--- config.mk ---
export PLATFORM = sky130hd
export DESIGN_NAME = mfsp_emit
export DESIGN_NICKNAME = d
export VERILOG_FILES = /design/src/rtl/core/multi_flow_stride_prefetcher_assert.svh /design/src/rtl/core/mfsp_pkg.sv /design/src/rtl/core/mfsp_emit.sv
export SDC_FILE = /design/constraint.sdc
export NUM_CORES = 1
export LEC_CHECK = 0
export BUFFER_PORTS_ARGS = -buffer_cell sky130_fd_sc_hd__buf_2
export CORE_MARGIN = 2
export CORE_UTILIZATION = 57
export CTS_CLUSTER_DIAMETER = 80
export CTS_CLUSTER_SIZE = 10
export DETAILED_ROUTE_END_ITERATION = 16
export GPL_TIMING_DRIVEN = 0
export PLACE_DENSITY = 0.78
export SYNTH_ARGS = -nofsm -noshare
export SYNTH_HDL_FRONTEND = slang
export SYNTH_SLANG_ARGS = --single-unit
export TNS_END_PERCENT = 30
--- constraint.sdc ---
create_clock -name clk_i -period 4.56 [get_ports clk_i]
set_input_delay 0.912 -clock clk_i [delete_from_list [all_inputs] [get_ports clk_i]]
set_output_delay 0.912 -clock clk_i [all_outputs]
set_load 0.02 [all_outputs]
--- src/rtl/core/multi_flow_stride_prefetcher_assert.svh ---
// Assertion macros shared by the prefetcher RTL.
// No dependencies; every user is expected to have clk_i and rst_ni in scope.
`ifndef MULTI_FLOW_STRIDE_PREFETCHER_ASSERT_SVH
`define MULTI_FLOW_STRIDE_PREFETCHER_ASSERT_SVH

// Same-cycle implication, checked outside reset.
`define MFSP_ASSERT_NOW(lbl, ante, cons, msg) \
  lbl: assert property (@(posedge clk_i) disable iff (!rst_ni) (ante) |-> (cons)) \
    else $error(msg);

// Next-cycle implication, checked outside reset.
`define MFSP_ASSERT_NEXT(lbl, ante, cons, msg) \
  lbl: assert property (@(posedge clk_i) disable iff (!rst_ni) (ante) |=> (cons)) \
    else $error(msg);

`endif

--- src/rtl/core/mfsp_pkg.sv ---
// Shared constants, types and register indexes of the multi-flow stride prefetcher.
// No dependencies.
package mfsp_pkg;

  // Sizing
  localparam int FLOWS        = 16;
  localparam int CORES        = 4;
  localparam int ADDR_BITS    = 48;
  localparam int MAX_PREFETCH = 16;
  localparam int PAGE_BITS    = 12;

  localparam int FLOW_W = (FLOWS > 1) ? $clog2(FLOWS) : 1;
  localparam int NF_W   = $clog2(FLOWS + 1);
  localparam int TBL_W  = (CORES > 1) ? $clog2(CORES) : 1;
  localparam int CNT_W  = $clog2(MAX_PREFETCH + 2);
  localparam int DIST_W = PAGE_BITS + 1;

  // Register file port
  localparam int CFG_IDX_W  = 3;
  localparam int CFG_DATA_W = 5;

  localparam logic [CFG_IDX_W-1:0] REG_FLOW_COUNT     = 3'd0;
  localparam logic [CFG_IDX_W-1:0] REG_PREFETCH_COUNT = 3'd1;
  localparam logic [CFG_IDX_W-1:0] REG_PAGE_LIMIT     = 3'd2;
  localparam logic [CFG_IDX_W-1:0] REG_PER_CORE       = 3'd3;

  // Search distance bound: one page
  localparam logic [DIST_W-1:0] DIST_LIMIT = DIST_W'(1 << PAGE_BITS);

  typedef enum logic [1:0] {
    ST_IDLE,
    ST_SEARCH,
    ST_EMIT
  } state_e;

  // Search token that walks down the cell chain
  typedef struct packed {
    logic                 valid;
    logic [ADDR_BITS-1:0] cur;
    logic [TBL_W-1:0]     tbl;
    logic [FLOW_W-1:0]    victim;
    logic [NF_W-1:0]      nf;
    logic                 hit;
    logic [DIST_W-1:0]    best_d;
    logic [FLOW_W-1:0]    best_idx;
    logic [ADDR_BITS-1:0] best_old;
    logic [ADDR_BITS-1:0] vic_old;
  } tok_t;

  // Entry update broadcast to all cells
  typedef struct packed {
    logic                 en;
    logic [TBL_W-1:0]     tbl;
    logic [FLOW_W-1:0]    idx;
    logic [ADDR_BITS-1:0] data;
  } wr_t;

  // Emitter command
  typedef struct packed {
    logic                 start;
    logic [ADDR_BITS-1:0] cur;
    logic [ADDR_BITS-1:0] stride;
    logic [CNT_W-1:0]     count;
    logic                 page_en;
  } emit_cmd_t;

endpackage

--- src/rtl/core/mfsp_emit.sv ---
// Prefetch address generator: steps current + k*stride by repeated addition,
// filters by page and holds one result back to mark the last. Depends on mfsp_pkg.
module mfsp_emit (
  input  logic                           clk_i,
  input  logic                           rst_ni,
  input  mfsp_pkg::emit_cmd_t            cmd_i,
  output logic                           active_o,
  output logic                           done_o,
  output logic                           strobe_o,
  output logic [mfsp_pkg::ADDR_BITS-1:0] addr_o,
  output logic                           last_o
);

  localparam int PG_W = mfsp_pkg::ADDR_BITS - mfsp_pkg::PAGE_BITS;

  logic                           active_q, pend_vld_q, out_vld_q, out_last_q, page_en_q;
  logic [mfsp_pkg::CNT_W-1:0]     k_q, count_q;
  logic [mfsp_pkg::ADDR_BITS-1:0] acc_q, stride_q, pend_q, out_addr_q;
  logic [PG_W-1:0]                page_q;
  logic                           in_range, keep, finish, emit_mid, emit_end;

  always_comb begin
    in_range = (k_q <= count_q);
    keep     = !page_en_q || (acc_q[mfsp_pkg::ADDR_BITS-1:mfsp_pkg::PAGE_BITS] == page_q);
    finish   = active_q && !in_range;
    emit_mid = active_q && in_range && keep && pend_vld_q;
    emit_end = finish && pend_vld_q;
  end

  // Control
  always_ff @(posedge clk_i or negedge rst_ni) begin
    if (!rst_ni) begin
      active_q   <= 1'b0;
      pend_vld_q <= 1'b0;
      out_vld_q  <= 1'b0;
      k_q        <= '0;
    end else begin
      out_vld_q <= emit_mid || emit_end;
      if (cmd_i.start) begin
        active_q   <= 1'b1;
        pend_vld_q <= 1'b0;
        k_q        <= mfsp_pkg::CNT_W'(1);
      end else if (active_q) begin
        if (in_range) begin
          k_q <= k_q + 1'b1;
          if (keep) begin
            pend_vld_q <= 1'b1;
          end
        end else begin
          active_q   <= 1'b0;
          pend_vld_q <= 1'b0;
        end
      end
    end
  end

  // Datapath
  always_ff @(posedge clk_i) begin
    out_addr_q <= pend_q;
    out_last_q <= emit_end;
    if (cmd_i.start) begin
      acc_q     <= cmd_i.cur + cmd_i.stride;
      stride_q  <= cmd_i.stride;
      count_q   <= cmd_i.count;
      page_en_q <= cmd_i.page_en;
      page_q    <= cmd_i.cur[mfsp_pkg::ADDR_BITS-1:mfsp_pkg::PAGE_BITS];
    end else if (active_q && in_range) begin
      acc_q <= acc_q + stride_q;
      if (keep) begin
        pend_q <= acc_q;
      end
    end
  end

  assign active_o = active_q;
  assign done_o   = finish;
  assign strobe_o = out_vld_q;
  assign addr_o   = out_addr_q;
  assign last_o   = out_last_q;

endmodule

# --- Word level (Yosys, flattened, before mapping) ---
# Cells that the tools add are included.
classes:
  n_addsub: 3
  n_lt_le_gt_ge: 1
  n_eq_ne: 2
  n_mux: 12
  n_bitwise: 1
  reduce_logical: 15
ops:
  columns: ["operator", "count"]
  rows:
  - ["$add 48x48->48", 2]
  - ["$mux 48", 2]
  - ["$eq 36x36->1", 1]
  - ["$mux 5", 3]
  - ["$mux 1", 7]
  - ["$reduce_bool 2->1", 3]
  - ["$add 5x1->5 const B", 1]
  - ["$le 5x5->1", 1]
  - ["$logic_and 1x1->1", 5]
  - ["$reduce_and 2->1", 2]
  - ["$ne 3x3->1 const B", 1]
  - ["$reduce_and 3->1", 1]
  - ["$logic_not 1->1", 2]
  - ["$logic_or 1x1->1", 2]
  - ["$not 1->1", 1]
word_totals:
  ff_bits: 243
  inputBits: 105
  out_inout_bits: 52
  wordCells: 46

# --- Depth between registers and ports, before layout ---
depth:
  ltp_word: 6
  depth_mapped: 13
  mapped_depth_nobuf: 13

# --- Worst setup path before layout ---
# OpenSTA, ideal clock, no wires.
synth_timing:
  path_kind: "input to register"
  startpoint: "in cmd_i[6] (netlist bit)"
  endpoint: "reg acc_q[46] (netlist bit) (data pin)"
  setup_time_ps: 261
  t_arrival_ps: 3181
  t_required_ps: 4299
  slack_ps: 1118
  cell_stages: 13
  n_path_buf: 0
  path_cell_list: "ha_1 > inv_1 > fa_1 > nand2b_1 > a21oi_1 > o21a_1 > o311a_1 > o21ai_1 > o31ai_2 > nand3_1 > o311ai_1 > xnor2_1 > mux2i_1"
synth_between:
  elab_chain_cells: 2
synth_lines:
  columns: ["element", "line", "text"]
  rows:
  - ["start: declaration", "mfsp_emit.sv:6", "input mfsp_pkg::emit_cmd_t cmd_i,"]
  - ["$add 48x48->48", "mfsp_emit.sv:62", "acc_q <= cmd_i.cur + cmd_i.stride;"]
  - ["$mux 48", "mfsp_emit.sv:61", "if (cmd_i.start) begin"]
  - ["end signal: assignment", "mfsp_emit.sv:62", null]
  - ["end signal: assignment", "mfsp_emit.sv:68", "acc_q <= acc_q + stride_q;"]
  - ["end: declaration", "mfsp_emit.sv:18", "logic [mfsp_pkg::ADDR_BITS-1:0] acc_q, stride_q, pend_q, out_addr_q;"]
# No other way between the ends.
# A chain may end at the register's enable or synchronous reset.

# --- Final worst setup path ---
layout_timing:
  startpoint: "in cmd_i[9] (netlist bit)"
  endpoint: "reg acc_q[47] (netlist bit) (data pin)"
# The elaborated chain is that of the path after synthesis.

==> impl_metrics.csv <==
group,metric,value,unit
sta,worst_hold_slack,0.216,ns
detailed_routing,wl,36.9,mm
power,ir_worst_vdd,0.334,mV
cts,clock_sinks,243,
worst_setup_path,r2r-end,"acc_q[46]$_DFFE_PP_",
power,power_density,612,nW/um^2
sta,setup_viol_count_final,0,
power,power_frac_comb,41.5,%
sta,tns,0,ns
power,internal_power,5.75,mW
worst_setup_path,crit_slowest_cell,"o41ai_2",
global_routing,grt_max_degree,50,
power,finalPower,9.34,mW
worst_setup_path,cp-start-kind,"primary input",
cts,path_clk_slew,0.06,ns
die,die_x,156,microns
sta,clock.fmax,260,MHz
detailed_routing,vias,10400,
synth,syn-cell-area,13200,sq um
final_layout,fill_cells,1793,
synth,synth.avg_cell_area,11.1,sq um
worst_setup_path,crit_fanout,5,
detailed_routing,drtPass1Iterations,6,
detailed_routing,vias_per_cell,6.17,
sta,finalCritPeriodShare,84.3,%
final_layout,fin_util,67.2,%
worst_setup_path,critPathKind,"in2reg",
placement,port_buffers,156,
sta,timing.final.max_slew_violations,0,
synth,syn_nets,1402,
cts,cts_tree,"done",
final_layout,layout.nets,1591,
synth,synth_edf_count,186,
die,start_util,58.2,%
sta,post-route-min-period,3.84,ns
final_layout,drive_gt1_share,15.9,%
worst_setup_path,r2r_cells,13,
sta,worst_pin_slew,1.20,ns
die,die_area,24400,sq um
worst_setup_path,cpPeakStageDelay,0.69,ns
worst_setup_path,crit_required,4.84,ns
power,p_sw,3.60,mW
worst_hold_path,min_path_type,"in2async",
flow_run,maxCapViolCount,0,
placement,gp_congestion,0.964,
worst_setup_path,cp_common_cell,"a21oi_1",
final_layout,final_common_cell,"edfxtp_1",
cts,cts_root_buf,"clkbuf_16",
cts,h-tree-depth,1,
sta,fin_worst_skew,0.0150,ns
power,swShare,38.5,%
synth,syn_inst,1195,
final_layout,area_delta_synth_final,15.5,%
cts,cts_resized,0,
detailed_routing,wire_per_inst,21.8,microns
sta,slew_headroom,18.7,%
synth,yosysUniqueCellTypes,78,
cts,clk_path_buf_depth,3,
die,core-area,22700,sq um
detailed_routing,drcViolationCount,0,
power,p_seq_share,36.6,%
worst_setup_path,setup.worst_path.end_class,"flip-flop",
cts,cts_buffers,28,
synth,ys_warn_count,0,
global_routing,overflow,0,
placement,hpwl,28.3,mm
power,p_leak,6.45,nW
worst_setup_path,cp.arrival,4.13,ns
global_routing,grt_pass1_wl,55.8,mm
sta,hold_viol_final,0,
die,fp.dieH,156,microns
power,pwr-share-clk,21.9,%
synth,ys_seq_area_share,51.2,%
cts,clkLatencyLatePin,0.54,ns
synth,synth_ff_type,"edfxtp_1",
worst_setup_path,r2r_setup_slack,0.72,ns
worst_setup_path,path_cells,"buf_2, ha_1, a21o_1, a21oi_1, a21oi_1, o41ai_2, o221ai_1, nand3_1, o21ai_1, o311ai_0, a31o_2, o31ai_1",
detailed_routing,drtIter0Drc,959,
synth,synth_seq_cells,243,
global_routing,grt_use_total,30.1,%
sta,rsz0062_at_grt,"false",
run_status,status,"finished clean",
global_routing,antenna_found_initial,2,
worst_setup_path,rr_startpoint,"acc_q[0]$_DFFE_PP_",
die,io_pins,157,
detailed_routing,ant_nets,0,
cts,cts_hold_buf,0,
global_routing,grt_pass1_vias,9992,
synth,async_flop_share,3.29,%
final_layout,layout.cells.most_common_list,"edfxtp_1, buf_2, a21oi_1, ha_1, nand2_1",
die,rows,55,
cts,post-cts-setup-buffers,0,
cell usage after synthesis, types with 3 or more instances:
| cell | number | area share, % |
|---|---|---|
| o21bai_1 | 18 | 1.0 |
| nor2b_1 | 7 | 0.33 |
| xor2_1 | 70 | 4.6 |
| a211oi_1 | 5 | 0.28 |
| o21ai_0 | 57 | 2.2 |
| dfxtp_1 | 49 | 7.4 |
| nand2b_1 | 12 | 0.57 |
| and2_1 | 5 | 0.24 |
| o21a_1 | 11 | 0.62 |
| o211ai_1 | 5 | 0.28 |
| o21ai_1 | 8 | 0.30 |
| or3_1 | 4 | 0.19 |
| a21oi_1 | 136 | 5.2 |
| ha_1 | 100 | 9.5 |
| a31oi_1 | 16 | 0.76 |
| inv_1 | 31 | 0.88 |
| a211o_1 | 4 | 0.27 |
| o211a_1 | 3 | 0.23 |
| nand4_1 | 23 | 1.1 |
| edfxtp_1 | 186 | 42 |
| dfrtp_1 | 8 | 1.5 |
| a31o_2 | 4 | 0.27 |
| and3_1 | 14 | 0.66 |
| o221ai_1 | 3 | 0.20 |
| nor2_1 | 77 | 2.2 |
| nor3_1 | 11 | 0.42 |
| clkbuf_1 | 26 | 0.74 |
| nor4_1 | 9 | 0.43 |
| nand2_1 | 96 | 2.7 |
| o31ai_1 | 7 | 0.40 |
| mux2i_1 | 8 | 0.61 |
| nand3_1 | 17 | 0.64 |
| o21ai_2 | 3 | 0.20 |
| xnor2_1 | 51 | 3.4 |
| and4_1 | 3 | 0.20 |
| buf_4 | 3 | 0.17 |
| a21o_1 | 56 | 3.2 |
critical path: cells and delay by family:
| kind | cells | cell delay (ns) |
|---|---|---|
| AND/OR/NAND/NOR | 1 | 0.27 |
| adder cells (fa/ha/maj) | 1 | 0.36 |
| buffers and inverters | 1 | 0.12 |
| AO/OA/AOI/OAI | 9 | 2.46 |
power by group through the flow:
stage / combinational (mW) / clock [mW] / sequential (mW)
after CTS: 3.81 / 2.08 / 3.42
after global routing: 4.22 / 2.15 / 3.47
after global placement: 3.69 / 0 / 3.44
after detailed placement: 3.77 / 0 / 3.46
after floorplan: 2.63 / 0 / 3.43
final: 3.87 / 2.05 / 3.42
sequential cells by signal, indices dropped and copies added, names as in the netlist, 5 cells and up:
signal / cells
addr_o: 48
page_q: 36
acc_q: 48
pend_q: 48
stride_q: 48
k_q: 5
count_q: 5
metrics by stage:
step	cells	worst slack [ns]	cell area, sq um
final	1693	0.716	15300
after detailed placement	1639	0.282	14400
after global routing	1691	0.570	15300
after floorplan	1195	1.12	13200
after global placement	1636	-1.53	14400
after CTS	1691	0.674	15300
per-layer routing:
metal  wire length [microns]  up-vias  global-route usage (%)
li1                        -     4867                       -
met1                   16100     4994                    43.6
met2                   16400      509                    47.6
met3                    3270       73                    4.62
met4                    1110        0                    8.52
met5                       0        -                       0
worst max-delay path by stage:
stage                        start                    to  slack (ns)  cells past startpoint
2_1_floorplan             cmd_i[6]   acc_q[46]$_DFFE_PP_        1.12                     13
3_3_place_gp            cmd_i[102]   acc_q[30]$_DFFE_PP_       -1.53                      5
3_5_place_dp              cmd_i[9]   acc_q[47]$_DFFE_PP_        0.28                     12
4_1_cts        acc_q[40]$_DFFE_PP_  pend_q[18]$_DFFE_PP_        0.67                      6
5_1_grt        acc_q[40]$_DFFE_PP_  pend_q[20]$_DFFE_PP_        0.57                      6
6_report                  cmd_i[9]   acc_q[47]$_DFFE_PP_        0.72                     12
logic make-up (layout without fill, tap and decap cells):
kind of cell | count (synthesis) | after routing | share of synthesized area (%)
AO/OA/AOI/OAI | 367 | 367 | 17.9
XOR/XNOR | 121 | 121 | 8.02
adder cells (fa/ha/maj) | 102 | 102 | 9.77
buffers and inverters | 63 | 274 | 1.94
flip-flops | 243 | 243 | 51.2
multiplexers | 10 | 10 | 0.776
other | 0 | 2 | 0
AND/OR/NAND/NOR | 289 | 289 | 10.4
area by class of cell:
type / count / area [sq um] / share of cell area (%)
Antenna cell: 2 / 5.00 / 0.0328
Buffer: 32 / 140 / 0.919
Clock buffer: 51 / 818 / 5.36
Clock inverter: 1 / 7.51 / 0.0492
Inverter: 31 / 116 / 0.763
Multi-Input combinational cell: 889 / 6190 / 40.6
Sequential cell: 243 / 6770 / 44.4
Tap cell: 285 / 357 / 2.34
Timing Repair Buffer: 159 / 851 / 5.58
Power figures use the tool's default switching activity.
