$ cat src/rtl/core/multi_flow_stride_prefetcher_assert.svh
// Assertion macros shared by the prefetcher RTL.
// No dependencies; every user is expected to have clk_i and rst_ni in scope.
`ifndef MULTI_FLOW_STRIDE_PREFETCHER_ASSERT_SVH
`define MULTI_FLOW_STRIDE_PREFETCHER_ASSERT_SVH

// Same-cycle implication, checked outside reset.
`define MFSP_ASSERT_NOW(lbl, ante, cons, msg) \
  lbl: assert property (@(posedge clk_i) disable iff (!rst_ni) (ante) |-> (cons)) \
    else $error(msg);

// Next-cycle implication, checked outside reset.
`define MFSP_ASSERT_NEXT(lbl, ante, cons, msg) \
  lbl: assert property (@(posedge clk_i) disable iff (!rst_ni) (ante) |=> (cons)) \
    else $error(msg);

`endif

$ cat src/rtl/core/mfsp_pkg.sv
// Shared constants, types and register indexes of the multi-flow stride prefetcher.
// No dependencies.
package mfsp_pkg;

  // Sizing
  localparam int FLOWS        = 16;
  localparam int CORES        = 4;
  localparam int ADDR_BITS    = 48;
  localparam int MAX_PREFETCH = 16;
  localparam int PAGE_BITS    = 12;

  localparam int FLOW_W = (FLOWS > 1) ? $clog2(FLOWS) : 1;
  localparam int NF_W   = $clog2(FLOWS + 1);
  localparam int TBL_W  = (CORES > 1) ? $clog2(CORES) : 1;
  localparam int CNT_W  = $clog2(MAX_PREFETCH + 2);
  localparam int DIST_W = PAGE_BITS + 1;

  // Register file port
  localparam int CFG_IDX_W  = 3;
  localparam int CFG_DATA_W = 5;

  localparam logic [CFG_IDX_W-1:0] REG_FLOW_COUNT     = 3'd0;
  localparam logic [CFG_IDX_W-1:0] REG_PREFETCH_COUNT = 3'd1;
  localparam logic [CFG_IDX_W-1:0] REG_PAGE_LIMIT     = 3'd2;
  localparam logic [CFG_IDX_W-1:0] REG_PER_CORE       = 3'd3;

  // Search distance bound: one page
  localparam logic [DIST_W-1:0] DIST_LIMIT = DIST_W'(1 << PAGE_BITS);

  typedef enum logic [1:0] {
    ST_IDLE,
    ST_SEARCH,
    ST_EMIT
  } state_e;

  // Search token that walks down the cell chain
  typedef struct packed {
    logic                 valid;
    logic [ADDR_BITS-1:0] cur;
    logic [TBL_W-1:0]     tbl;
    logic [FLOW_W-1:0]    victim;
    logic [NF_W-1:0]      nf;
    logic                 hit;
    logic [DIST_W-1:0]    best_d;
    logic [FLOW_W-1:0]    best_idx;
    logic [ADDR_BITS-1:0] best_old;
    logic [ADDR_BITS-1:0] vic_old;
  } tok_t;

  // Entry update broadcast to all cells
  typedef struct packed {
    logic                 en;
    logic [TBL_W-1:0]     tbl;
    logic [FLOW_W-1:0]    idx;
    logic [ADDR_BITS-1:0] data;
  } wr_t;

  // Emitter command
  typedef struct packed {
    logic                 start;
    logic [ADDR_BITS-1:0] cur;
    logic [ADDR_BITS-1:0] stride;
    logic [CNT_W-1:0]     count;
    logic                 page_en;
  } emit_cmd_t;

endpackage

$ cat src/rtl/core/mfsp_cell.sv
// One flow cell: holds this flow's last address for every core table and
// refines the search token on its way down the chain. Depends on mfsp_pkg.
module mfsp_cell (
  input  logic                          clk_i,
  input  logic                          rst_ni,
  input  logic [mfsp_pkg::FLOW_W-1:0]   idx_i,
  input  mfsp_pkg::tok_t                tok_i,
  input  mfsp_pkg::wr_t                 wr_i,
  output mfsp_pkg::tok_t                tok_o
);

  logic [mfsp_pkg::ADDR_BITS-1:0] entry_q [mfsp_pkg::CORES];
  logic [mfsp_pkg::ADDR_BITS-1:0] entry;
  logic [mfsp_pkg::ADDR_BITS-1:0] diff;
  logic [mfsp_pkg::DIST_W-1:0]    abs_d;
  logic                           near;
  logic                           active;
  mfsp_pkg::tok_t                 tok_d, tok_q;

  // Distance check: |diff| < page size only when the upper bits are pure sign
  always_comb begin
    logic hi_zero, hi_ones;
    entry   = entry_q[tok_i.tbl];
    diff    = tok_i.cur - entry;
    hi_zero = (diff[mfsp_pkg::ADDR_BITS-1:mfsp_pkg::PAGE_BITS] == '0);
    hi_ones = (&diff[mfsp_pkg::ADDR_BITS-1:mfsp_pkg::PAGE_BITS]);
    near    = hi_zero || (hi_ones && (diff[mfsp_pkg::PAGE_BITS-1:0] != '0));
    if (hi_zero) begin
      abs_d = {1'b0, diff[mfsp_pkg::PAGE_BITS-1:0]};
    end else begin
      abs_d = '0 - diff[mfsp_pkg::DIST_W-1:0];
    end
    active = (mfsp_pkg::NF_W'(idx_i) < tok_i.nf);
  end

  // Token update: strict compare keeps the first closest flow
  always_comb begin
    tok_d = tok_i;
    if (active && near && (abs_d < tok_i.best_d)) begin
      tok_d.hit      = 1'b1;
      tok_d.best_d   = abs_d;
      tok_d.best_idx = idx_i;
      tok_d.best_old = entry;
    end
    if (tok_i.victim == idx_i) begin
      tok_d.vic_old = entry;
    end
  end

  // Token stage register
  always_ff @(posedge clk_i or negedge rst_ni) begin
    if (!rst_ni) begin
      tok_q <= '0;
    end else begin
      tok_q <= tok_d;
    end
  end

  // Flow storage, cleared by reset
  always_ff @(posedge clk_i or negedge rst_ni) begin
    if (!rst_ni) begin
      for (int c = 0; c < mfsp_pkg::CORES; c++) begin
        entry_q[c] <= '0;
      end
    end else if (wr_i.en && (wr_i.idx == idx_i)) begin
      entry_q[wr_i.tbl] <= wr_i.data;
    end
  end

  assign tok_o = tok_q;

endmodule

$ cat config.mk
export PLATFORM = sky130hd
export DESIGN_NAME = mfsp_cell
export DESIGN_NICKNAME = d
export VERILOG_FILES = /design/src/rtl/core/multi_flow_stride_prefetcher_assert.svh /design/src/rtl/core/mfsp_pkg.sv /design/src/rtl/core/mfsp_cell.sv
export SDC_FILE = /design/constraint.sdc
export NUM_CORES = 1
export LEC_CHECK = 0
export ABC_CLOCK_PERIOD_IN_PS = 6400
export BUFFER_PORTS_ARGS = -buffer_cell sky130_fd_sc_hd__buf_2
export CAP_MARGIN = 40
export CELL_PAD_IN_SITES_DETAIL_PLACEMENT = 1
export CELL_PAD_IN_SITES_GLOBAL_PLACEMENT = 1
export CORE_MARGIN = 3
export CORE_UTILIZATION = 25
export CTS_CLUSTER_DIAMETER = 30
export CTS_CLUSTER_SIZE = 28
export DETAILED_ROUTE_END_ITERATION = 12
export PLACE_DENSITY = 0.58
export SETUP_SLACK_MARGIN = 0.15
export SYNTH_ARGS = -nofsm -noshare
export SYNTH_HDL_FRONTEND = slang
export SYNTH_SLANG_ARGS = --single-unit
$ cat constraint.sdc
create_clock -name clk_i -period 6.4 [get_ports clk_i]
set_input_delay 0.64 -clock clk_i [delete_from_list [all_inputs] [get_ports clk_i]]
set_output_delay 0.64 -clock clk_i [all_outputs]
set_load 0.01 [all_outputs]
Word-level counts from Yosys, hierarchy flattened
Cells that the tools add are included.
- logic and storage cells: 43
- bits in registers: 366
- output and inout bits: 174
- bits of input ports: 235
- equality and inequality tests: 2
- $add $sub $neg: 2
- $lt $le $gt $ge: 5
- bitwise operators: 2
- reductions and logical operators: 9
- muxes and demuxes: 9
- operators with widths (cell ; count):
    192-bit bitwise mux ; 1
    48-bit two-way mux ; 4
    48-bit binary-select mux with 2-bit select ; 1
    48-bit demux with 2-bit select ; 1
    66-bit two-way mux ; 1
    48-bit subtractor ; 1
    36-bit logical NOT ; 1
    36-bit AND reduction ; 1
    13-bit < comparator ; 1
    13-bit two-way mux ; 1
    1-bit by 13-bit subtractor with 13-bit output (first input constant) ; 1
    12-bit nonzero test ; 1
    4-bit equality test ; 2
    3-bit >= comparator (second input constant) ; 2
    2-bit inverter with 3-bit output ; 2
    1-bit logical AND ; 5
    4-bit by 5-bit < comparator with 1-bit output ; 1
    3-bit by 1-bit < comparator with 1-bit output (second input constant) ; 1
    1-bit logical OR ; 1

Depth between registers and ports, before layout
Gate-level depths: netlist of the first run.
- depth in word-level cells: 11
- depth in mapped cells: 30
- depth with buffers taken out: 25

Worst setup path before layout of the first run
Ideal clock, no wire load.
- kind: input to register
- start point: in tok_i[123] (netlist bit)
- end point: reg tok_q, in the netlist tok_o[49]
- stages on the path: 30
- slack: -1583 ps
- arrival time: 7855 ps
- buffers on the path: 5
- setup time: 128 ps
- required time: 6272 ps
- path through: buf_1 -> buf_1 -> mux4_2 -> inv_1 -> ha_1 -> buf_2 -> a21oi_1 -> o21ai_1 -> a221o_1 -> a22o_1 -> o311a_1 -> or3_1 -> a211o_1 -> or4b_1 -> nor2_1 -> buf_2 -> nor2_1 -> xnor2_1 -> ha_1 -> o21a_1 -> o21a_1 -> o21a_1 -> o21a_1 -> o21a_1 -> o21a_1 -> o2111ai_1 -> o211ai_1 -> nor2_8 -> buf_6 -> mux2_1
- RTL lines (element ; RTL line ; RTL):
    start: declaration ; mfsp_cell.sv:7 ; input mfsp_pkg::tok_t tok_i,
    end signal: assignment ; mfsp_cell.sv:55 ; tok_q <= tok_d;
    end: declaration ; mfsp_cell.sv:18 ; mfsp_pkg::tok_t tok_d, tok_q;

==> results of run 1 <==
-- worst reg2reg max path, delay by kind of cell (launching register included) --
family | cells | cell delay [ns]
adders and majority gates | 2 | 0.44
buffers and inverters | 4 | 0.49
muxes | 3 | 1.10
DFF | 1 | 0.38
and+or+nand+nor | 4 | 1.29
AOI/OAI and AO/OA | 15 | 3.04
-- where the power goes --
| part | switching (mW) | leakage [nW] | internal, mW |
|---|---|---|---|
| clock network | 1.39 | 1.48 | 3.13 |
| registers | 0.154 | 4.54 | 2.65 |
| logic | 1.81 | 7.40 | 1.78 |
-- final cells by class --
type | instances | area [µm²]
Clock buffer | 118 | 2510
Fill cell | 8147 | 46000
Tap cell | 969 | 1210
Clock inverter | 39 | 541
Multi-Input combinational cell | 1043 | 9730
Antenna cell | 6 | 15.0
Timing Repair Buffer | 790 | 5200
Inverter | 79 | 297
Sequential cell | 366 | 9160
-- path summary, 6_finish.rpt --
| check | start | endpoint | slack [ns] | cells after the start |
|---|---|---|---|---|
| worst max-delay path | tok_i[123] | tok_o[76]$_DFF_PN0_ | -0.52 | 34 |
| worst min-delay path | rst_ni | tok_o[46]$_DFF_PN0_ | 0.03 | 1 |
| worst max register to register | entry_q[3]$_DFFE_PN0P_ | tok_o[76]$_DFF_PN0_ | -0.45 | 28 |
| worst min register to register | entry_q[77]$_DFFE_PN0P_ | entry_q[77]$_DFFE_PN0P_ | 0.49 | 1 |
| max in group asynchronous | rst_ni | tok_o[168]$_DFF_PN0_ | 4.84 | 2 |
| min in group clk_i | tok_i[173] | tok_o[173]$_DFF_PN0_ | 0.14 | 1 |
-- per-layer routing --
layer | track usage [%] | vias to the layer above | share of wire (%) | wire [µm]
met5 | 0 | - | 0.074 | 54
met2 | 31.4 | 363 | 50 | 36200
met4 | 6.52 | 10 | 2.7 | 1970
met3 | 3.60 | 115 | 4.5 | 3270
met1 | 22.5 | 8105 | 43 | 31100
li1 | - | 7410 | - | -
-- cells in the mapped netlist, types with 4 or more instances --
master	instances
buf_6	6
nor3b_1	8
mux2_1	53
and4_1	5
clkbuf_1	50
o311a_1	4
dfrtp_1	366
a211oi_1	9
xnor2_1	24
nor2_1	71
a21oi_1	74
and3_1	8
nor3_1	25
buf_2	6
nand4_1	29
a2111oi_0	11
or2_2	5
mux2_2	240
nor4_1	9
o22a_1	4
ha_1	67
a31oi_1	9
o31ai_1	4
a21o_1	15
buf_1	15
nand2b_1	15
o21a_1	18
nand3_1	17
a22oi_1	4
a22o_1	4
mux4_2	48
o21ai_1	20
inv_1	79
or3_1	8
nand2_1	76
and2_1	11
o2111ai_1	5
a21boi_0	4
o21ai_0	40
o211ai_1	13
a221o_1	5
xor2_1	24
-- stage by stage --
stage               TNS, ns  hold WS (ns)  instances  power (mW)  worst slack (ns)
global placement     -84.72         0.481       3216        6.06             -1.34
detailed placement   -87.58         0.490       3216        6.17             -1.40
CTS                  -27.41        0.0397       3399        10.9            -0.505
floorplan            -32.39         0.344       1565        4.52            -0.556
finish               -28.45        0.0280       3410        10.9            -0.516
global route         -43.52        0.0616       3409        11.5            -0.747
-- sequential cells by signal, indices dropped and copies added (netlist names) --
register,flops
entry_q,192
tok_o,174
-- what timing repair did --
action                     CTS  global route
setup buffers               22             5
pin swaps                   27            11
hold endpoints to repair     0             0
cloned                       4             0
setup endpoints to repair   66            66
gates resized for setup     99            41
-- kinds of logic (layout without fill, tap and decap cells) --
family	Yosys count	in the layout	share of synthesized area (%)
simple gates	300	300	8.02
other cells	0	6	0
flops	366	366	48.5
buf+inv	156	1026	3.38
xor+xnor	48	48	2.23
compound gates	283	283	10.0
mux	344	344	23.3
fa+ha+maj	68	68	4.54
==> metrics.md, run 1 <==
| Metric | Value |
|---|---|
| Status | finished with violations |
| Failing checks | negative setup slack |
| Synth unique cells | 75 |
| Die ar. | 0.0789 mm² |
| Yosys top cell by area | dfrtp_1 |
| 1st-pass router iterations | 5 |
| Buf/Inv on CP | 10 |
| Most common cell after layout, fill and taps aside | buf_2 |
| Final period util | 108% |
| Area grow syn2layout | 51.7% |
| I/O pin count | 409 |
| DP HPWL | 54.9 mm |
| Post-synth top area share | 48.5% |
| Top cells by area, synth | dfrtp_1 48%, mux2_2 14%, mux4_2 5.7% |
| Post-synth EDFFs | 0 |
| Routed len/inst | 21.3 µm |
| CTS tree | built |
| Share of layout cells above drive strength 1 | 55.4% |
| Relative slew slack | 30.9% |
| Drt via density | 4.69 |
| Initial cell density of the core | 25.3% |
| Ys flop type | dfrtp_1 |
| DRT iter0 DRCs | 552 |
| RSZ-0062 raised after global routing | yes |
| Worst VDD drop | 216 µV |
| Area of the core | 0.0747 mm² |
| Min Tclk post-route | 6.92 ns |
| Final hold vios | 0 |
| Drt drc | 0 |
| CTS H-tree depth | 3 |
| Die W | 281 µm |
| NumNets Final | 2,671 |
| Via count | 16,003 |
| Asr flop ratio synth | 100% |
| Cell family with most CP delay | compound AO/OA/AOI/OAI gates |
| Final worst setup slack | -0.516 ns |
| Post-Syn Area | 0.0189 mm² |
| # hold bufs at CTS | 0 |
| WP data required | 6.89 ns |
| Antenna Violating Nets Remaining | 0 |
| CTS Buf Count | 88 |
| Total of max-cap violations | 0 |
| Pleak | 13.4 nW |
| Clk_lat worst skew | 0.62 ns |
| CP Launch Type | input pin |
| I/O Buffers | 408 |
| Synth Instances | 1,565 |
| Clk sink count | 366 |
| Final Cell Area | 0.0287 mm² |
| Vias in the first global route | 18,023 |
| CP peak stage delay | 0.54 ns |
| Skew final | 0.0195 ns |
| Most frequent cells in the layout | 406 x buf_2, 366 x dfrtp_1, 360 x buf_4, 240 x mux2_2, 89 x clkbuf_16 |
| Largest net degree at the start of global routing | 167 |
| Flip-flop and latch count after synthesis | 366 |
| CP Capture Type | flop |
| CP dominant cell by count | o21a_1 |
| Rows | 100 |
| Max Clock Freq | 145 MHz |
| Placed cell areas | 0.0247 mm² |
| Placer Congestion | 0.870 |
| Worst-path maximum fanout | 10 |
| Antenna violations before repair | 13 |
| Pwr per Cell Area | 381 mW/mm² |
| Sequential share of the synthesized area | 48.5% |
| Root Driver | clkbuf_16 |
| Crit path arrival time | 7.41 ns |
| Total GRT Usage | 18.2% |
| Util after Layout | 38.4% |
| Global-route wire length before repair | 108 mm |
| Final setup fails | 66 |
| Final slew viol count | 0 |
| Grt total ovfl | 0 |
| Slowest CP cell | mux4_2 |
| CP Class | input pin to flop |
| Final WL | 72.7 mm |
| Clock buffer depth | 3 |
| Synthesized area per cell | 12.1 µm² |
| Hold/Removal Path Class | input pin to async pin |
| Worst-Margin Slew | 1.04 ns |
| Syn Nets | 1,868 |
| Die Ht | 281 µm |
| Clock Pin Slew Worst Setup and Hold Paths | 0.04 ns |
| YS warnings | 0 |
No activity file was read; power rests on OpenSTA's default activity.
==> inputs of run 2 (changes only) <==
Settings changed: ABC_AREA from default to 1, PLACE_DENSITY 0.58 to 0.62.
==> run 2 against run 1 <==
The run now ends clean. Critical path depth up 5. Clock power up 14%. First-iteration DRC count up 71%. Sequential cell count unchanged. Worst setup slack better by 1.2 ns. Critical path type is now flop to flop. Critical endpoint is now tok_o[66]$_DFF_PN0_. Largest power group unchanged.
==> metrics.md, run 2 <==
| Metric | Value |
|---|---|
| Initial cell density of the core | 25.3% |
| Routed len/inst | 18.8 µm |
| Reg2Reg Depth | 39 |
| Util after Layout | 35.2% |
| Flip-flop and latch count after synthesis | 366 |
| Synth Area in Compound Gates | 11.5% |
| CTS H-tree depth | 3 |
| Slack of the worst reg-to-reg path | 0.73 ns |
| Synth Instances | 2,666 |
| Final Cell Area | 0.0273 mm² |
| DRT iter0 DRCs | 946 |
| Clock Pin Slew Worst Setup and Hold Paths | 0.05 ns |
| Crit path arrival time | 6.21 ns |
| Most common cell in the netlist | nand2_1 |
| Hold/Removal Path Class | input pin to async pin |
| Grt total ovfl | 0 |
| Ys flop type | dfrtp_1 |
| Die ar. | 0.0822 mm² |
| Post-Synth Adder-Cell Area | 4.36% |
| 1st-pass router iterations | 5 |
| Rows | 102 |
| Post-synth top area share | 46.5% |
| Antenna Violating Nets Remaining | 0 |
| Via count | 19,543 |
| DP HPWL | 62.7 mm |
| Final WL | 81.3 mm |
| Clk sink count | 366 |
| Yosys top cell by area | dfrtp_1 |
| YS warnings | 0 |
| Final period util | 88.6% |
| Placed cell count | 4,129 |
| Main combinational cell family by area after synthesis | simple AND/OR/NAND/NOR gates |
| Reg area | 0.00916 mm² |
| Final slew viol count | 0 |
| Asr flop ratio synth | 100% |
| Placer Congestion | 0.884 |
| Post-Layout Cell Count | 4,313 |
| Synth unique cells | 41 |
| CP Launch Type | flop |
| Global-route wire length before repair | 123 mm |
| Largest net degree at the start of global routing | 150 |
| Setup TNS | 0 ns |
| Worst-Margin Slew | 1.04 ns |
| FF-to-FF End | tok_o[66]$_DFF_PN0_ |
| Min Tclk post-route | 5.67 ns |
| Most common cell after layout, fill and taps aside | nand2_1 |
| Area grow syn2layout | 38.7% |
| CP Capture Type | flop |
| Final hold vios | 0 |
| Clock buffer depth | 3 |
| Design Power | 10.5 mW |
| Area of the core | 0.0777 mm² |
| CP Class | flop to flop |
| Reg2Reg Launch Point | entry_q[48]$_DFFE_PN0P_ |
| I/O Buffers | 408 |
| Total GRT Usage | 19.6% |
| Final setup fails | 0 |
| Clk_lat worst skew | 0.65 ns |
| Max Clock Freq | 176 MHz |
| Mux contribution to synthesized area | 0.0572% |
| Most frequent cells in the layout | 976 x nand2_1, 406 x buf_2, 366 x dfrtp_1, 336 x inv_1, 205 x o21ai_0 |
| Worst-path maximum fanout | 20 |
| Status | completed |
| Syn Nets | 2,969 |
| Vias in the first global route | 20,520 |
| Die Ht | 287 µm |
| FILL cells | 9,499 |
| Pleak | 14.3 nW |
| Top reg by flops | entry_q |
| Most common library cells after synthesis | 978 x nand2_1, 366 x dfrtp_1, 337 x inv_1 |
| Sequential share of the synthesized area | 46.5% |
| Placed cell areas | 0.0238 mm² |
| NumNets Final | 3,489 |
| Max reg flops | 192 |
| Post-Syn Area | 0.0197 mm² |
| Die W | 287 µm |
| CTS Buf Count | 95 |
| Antenna violations before repair | 15 |
| Post-CTS Setup Inserts | 0 |
| Pwr per Cell Area | 383 mW/mm² |
| Worst VDD drop | 203 µV |
| Drt drc | 0 |
| Drt via density | 4.53 |
| Top cells by area, synth | dfrtp_1 47%, nand2_1 19%, inv_1 6.4% |
| WP data required | 6.94 ns |
| Total of max-cap violations | 0 |
| XOR/XNOR share of the synthesized area | 1.50% |
| Synthesized area per cell | 7.39 µm² |
| Footprint of the multi-input gates | 0.00885 mm² |
| Slowest CP cell | fa_1 |
| Skew final | 0.0510 ns |
| Share of layout cells above drive strength 1 | 21.8% |
| CP peak stage delay | 0.40 ns |
| CP dominant cell by count | nand2_1 |
| Simple-Gate Fraction of Synth Area | 27.4% |
| Post-synth EDFFs | 0 |
| I/O pin count | 409 |
| Root Driver | clkbuf_16 |
| Relative slew slack | 29.9% |
| RSZ-0062 raised after global routing | no |
| CTS tree | built |
| Crit path from | entry_q[48]$_DFFE_PN0P_ |
[run 2: repair_timing]
action | CTS | global route
gates resized for setup | 0 | 3
hold buffers | 0 | 0
setup endpoints to repair | 0 | 34
[run 2: worst max path at each step]
stage,to,slack (ns)
6_report,tok_o[66]$_DFF_PN0_,0.73
3_5_place_dp,tok_o[61]$_DFF_PN0_,-0.07
3_3_place_gp,tok_o[71]$_DFF_PN0_,-0.01
5_1_grt,tok_o[66]$_DFF_PN0_,0.16
2_1_floorplan,tok_o[100]$_DFF_PN0_,1.18
4_1_cts,tok_o[66]$_DFF_PN0_,0.56
[run 2: per-layer routing]
metal  global-route usage, %  part of all wire (%)  up-vias
met5                       0                  0.12        -
met4                    6.17                   2.7       14
met2                    32.6                    48      437
met3                    3.75                   4.8      144
li1                        -                     -     9514
met1                    25.6                    45     9434
[run 2: critical path, delay by kind of cell, from the launching register on]
family          cells  cell delay [ns]
buf+inv             8             1.07
compound gates      5             0.89
fa+ha+maj           3             0.91
flops               1             0.37
simple gates       23             2.31
[run 2: cell families (layout without fill, tap and decap cells)]
| logic type | count (synthesis) | after routing |
|---|---|---|
| simple gates | 1349 | 1349 |
| buf+inv | 443 | 1044 |
| compound gates | 407 | 407 |
| flops | 366 | 366 |
| fa+ha+maj | 68 | 68 |
| xor+xnor | 32 | 32 |
| mux | 1 | 1 |
| other cells | 0 | 6 |
[run 2: metrics by stage]
| step | setup WS (ns) | hold WS (ns) |
|---|---|---|
| floorplan | 1.18 | 0.344 |
| global placement | -0.00973 | 0.463 |
| detailed placement | -0.0677 | 0.473 |
| CTS | 0.564 | 0.0532 |
| global route | 0.162 | 0.0737 |
| finish | 0.730 | 0.0195 |
[run 2: report_power, final]
group | total (mW) | switching, mW | leakage (nW) | internal (mW)
clock network | 5.14 | 1.54 | 1.72 | 3.60
registers | 2.85 | 0.173 | 4.52 | 2.68
logic | 2.47 | 1.57 | 8.12 | 0.903
total | 10.5 | 3.28 | 14.3 | 7.18
[run 2: final cells by class]
type	count	share of cell area, %
timing repair buffer	526	11.8
antenna	6	0.0550
tap	1040	4.76
sequential	366	33.5
clock buffer	135	10.1
clock inverter	43	2.72
multi-input combinational	1857	32.4
inverter	340	4.67
==> inputs of run 3 (changes only) <==
Settings changed: REMOVE_ABC_BUFFERS from default to 1.
==> run 3 against run 2 <==
First-iteration DRC count increased by 13%. Cell area fell by 2.2%. Worst setup slack got worse by 0.071 ns. Fmax fell by 1.2%. Wire length down 5.9%. Count of clock-buffer cells in the layout decreased by 7. Global-route usage is 1.2 points lower. Largest cell class unchanged. Highest routed layer unchanged.
==> metrics.md, run 3 (synthesis gave the netlist of run 2 again) <==
| Metric | Value |
|---|---|
| Gr busiest metal | met2 |
| Rows | 102 |
| Largest net degree at the start of global routing | 161 |
| Placer Congestion | 0.883 |
| Status | completed |
| Die Ht | 287 µm |
| CTS tree | built |
| Max Clock Freq | 174 MHz |
| DRT iter0 DRCs | 1,067 |
| Skew final | 0.0312 ns |
| Clock Pin Slew Worst Setup and Hold Paths | 0.04 ns |
| M3 GR Usage | 3.41% |
| Worst-Margin Slew | 1.01 ns |
| Design Power | 10.1 mW |
| CTS H-tree depth | 3 |
| Logic pwr share | 22.2% |
| Relative slew slack | 32.4% |
| Crit path arrival time | 6.28 ns |
| Worst VDD drop | 184 µV |
| Drt drc | 0 |
| Clk sink count | 366 |
| Reg area | 0.00916 mm² |
| Max reg flops | 192 |
| Sw frac | 30.9% |
| Final hold vios | 0 |
| Sw Pwr | 3.13 mW |
| Total of max-cap violations | 0 |
| CP Capture Type | flop |
| Global-route wire length before repair | 117 mm |
| DP HPWL | 58.4 mm |
| RSZ-0062 raised after global routing | no |
| Pleak | 13.9 nW |
| CP Class | input pin to flop |
| Met1 Usage GRT | 23.3% |
| Clk pwr share | 49.6% |
| Final setup fails | 0 |
| I/O pin count | 409 |
| Slowest CP cell | ha_2 |
| Initial cell density of the core | 25.3% |
| Share of layout cells above drive strength 1 | 20.2% |
| I/O Buffers | 408 |
| Footprint of the multi-input gates | 0.00892 mm² |
| Top reg by flops | entry_q |
| NumNets Final | 3,416 |
| Global routing met2 resource utilization | 31.4% |
| Area of the core | 0.0777 mm² |
| Total GRT Usage | 18.3% |
| Pwr per Cell Area | 379 mW/mm² |
| Setup TNS | 0 ns |
| CP dominant cell by count | nand2_1 |
| Vias in the first global route | 20,141 |
| Clock buffer depth | 3 |
| 1st-pass router iterations | 6 |
| Routed len/inst | 18.0 µm |
| Root Driver | clkbuf_16 |
| Buf/Inv on CP | 10 |
| Grt total ovfl | 0 |
| Most common cell after layout, fill and taps aside | nand2_1 |
| Placed cell areas | 0.0232 mm² |
| Most frequent cells in the layout | 976 x nand2_1, 406 x buf_2, 366 x dfrtp_1, 336 x inv_1, 205 x o21ai_0 |
| WP data required | 6.94 ns |
| Die ar. | 0.0822 mm² |
| Final slew viol count | 0 |
| Flop pwr share | 28.2% |
| Final WL | 76.5 mm |
| CTS Buf Count | 97 |
| Area grow syn2layout | 35.7% |
| FILL cells | 9,488 |
| Die W | 287 µm |
| Drt via density | 4.48 |
| P_int | 6.99 mW |
| CP peak stage delay | 0.42 ns |
| Clk_lat worst skew | 0.63 ns |
| Final period util | 89.7% |
| Via count | 18,982 |
| CP Launch Type | input pin |
| Hold/Removal Path Class | input pin to flop |
| Worst-path maximum fanout | 27 |
| Final Cell Area | 0.0267 mm² |
| Min Tclk post-route | 5.74 ns |
| Antenna violations before repair | 9 |
| Cell family with most CP delay | simple AND/OR/NAND/NOR gates |
| Antenna Violating Nets Remaining | 0 |
| Min Hold Slack | 0.125 ns |
run 3: changes by cell type in the layout (fill, tap and decap cells not counted), sizes merged:
cell,previous run,this run
inv,346,339
clkinvlp,2,7
dlygate4sd3,0,1
clkinv,20,30
clkbuf,135,129
buf,526,449
run 3: metrics by stage:
stage | instances | setup WS, ns | util (%)
floorplan | 2563 | -0.958 | -
global placement | 4047 | -0.252 | 29.7
detailed placement | 4052 | -0.235 | 29.8
CTS | 4232 | 0.406 | 34.2
global route | 4239 | 0.139 | 34.4
finish | 4239 | 0.659 | 34.4
run 3: area by class of cell:
cell class	instances	area share, %
Sequential cell	366	34.3
Multi-Input combinational cell	1857	33.4
Clock buffer	128	10.2
Timing Repair Buffer	451	9.83
Tap cell	1040	4.87
Inverter	340	4.80
Clock inverter	51	2.62
Antenna cell	6	0.0562
run 3: timing repair:
action,in CTS,in global routing
setup buffers,0,0
resized for setup,0,16
endpoints found under the hold margin,60,0
hold buffers,1,0
setup endpoints to repair,0,66
run 3: worst paths after layout:
path / from / endpoint / slack, ns / depth (start not counted)
setup reg to reg: entry_q[116]$_DFFE_PN0P_ / tok_o[67]$_DFF_PN0_ / 0.93 / 35
min in group asynchronous: rst_ni / tok_o[28]$_DFF_PN0_ / 0.57 / 2
hold / removal: tok_i[173] / tok_o[173]$_DFF_PN0_ / 0.12 / 1
hold reg to reg: entry_q[109]$_DFFE_PN0P_ / entry_q[109]$_DFFE_PN0P_ / 0.48 / 2
max in group asynchronous: rst_ni / tok_o[96]$_DFF_PN0_ / 4.45 / 3
setup / recovery: tok_i[123] / tok_o[67]$_DFF_PN0_ / 0.66 / 41
run 3: power by group through the flow:
stage / Sequential, mW / Clock (mW) / Combinational [mW]
finish: 2.85 / 5.01 / 2.25
global route: 2.90 / 5.26 / 2.58
CTS: 2.85 / 5.12 / 2.26
detailed placement: 2.88 / 0 / 2.24
global placement: 2.88 / 0 / 2.21
floorplan: 2.87 / 0 / 1.35
run 3: layer usage:
layer,share of wire [%],vias to the layer above
li1,-,9378
met1,45,9092
met2,49,400
met3,4.4,108
met4,2.2,4
met5,0.035,-
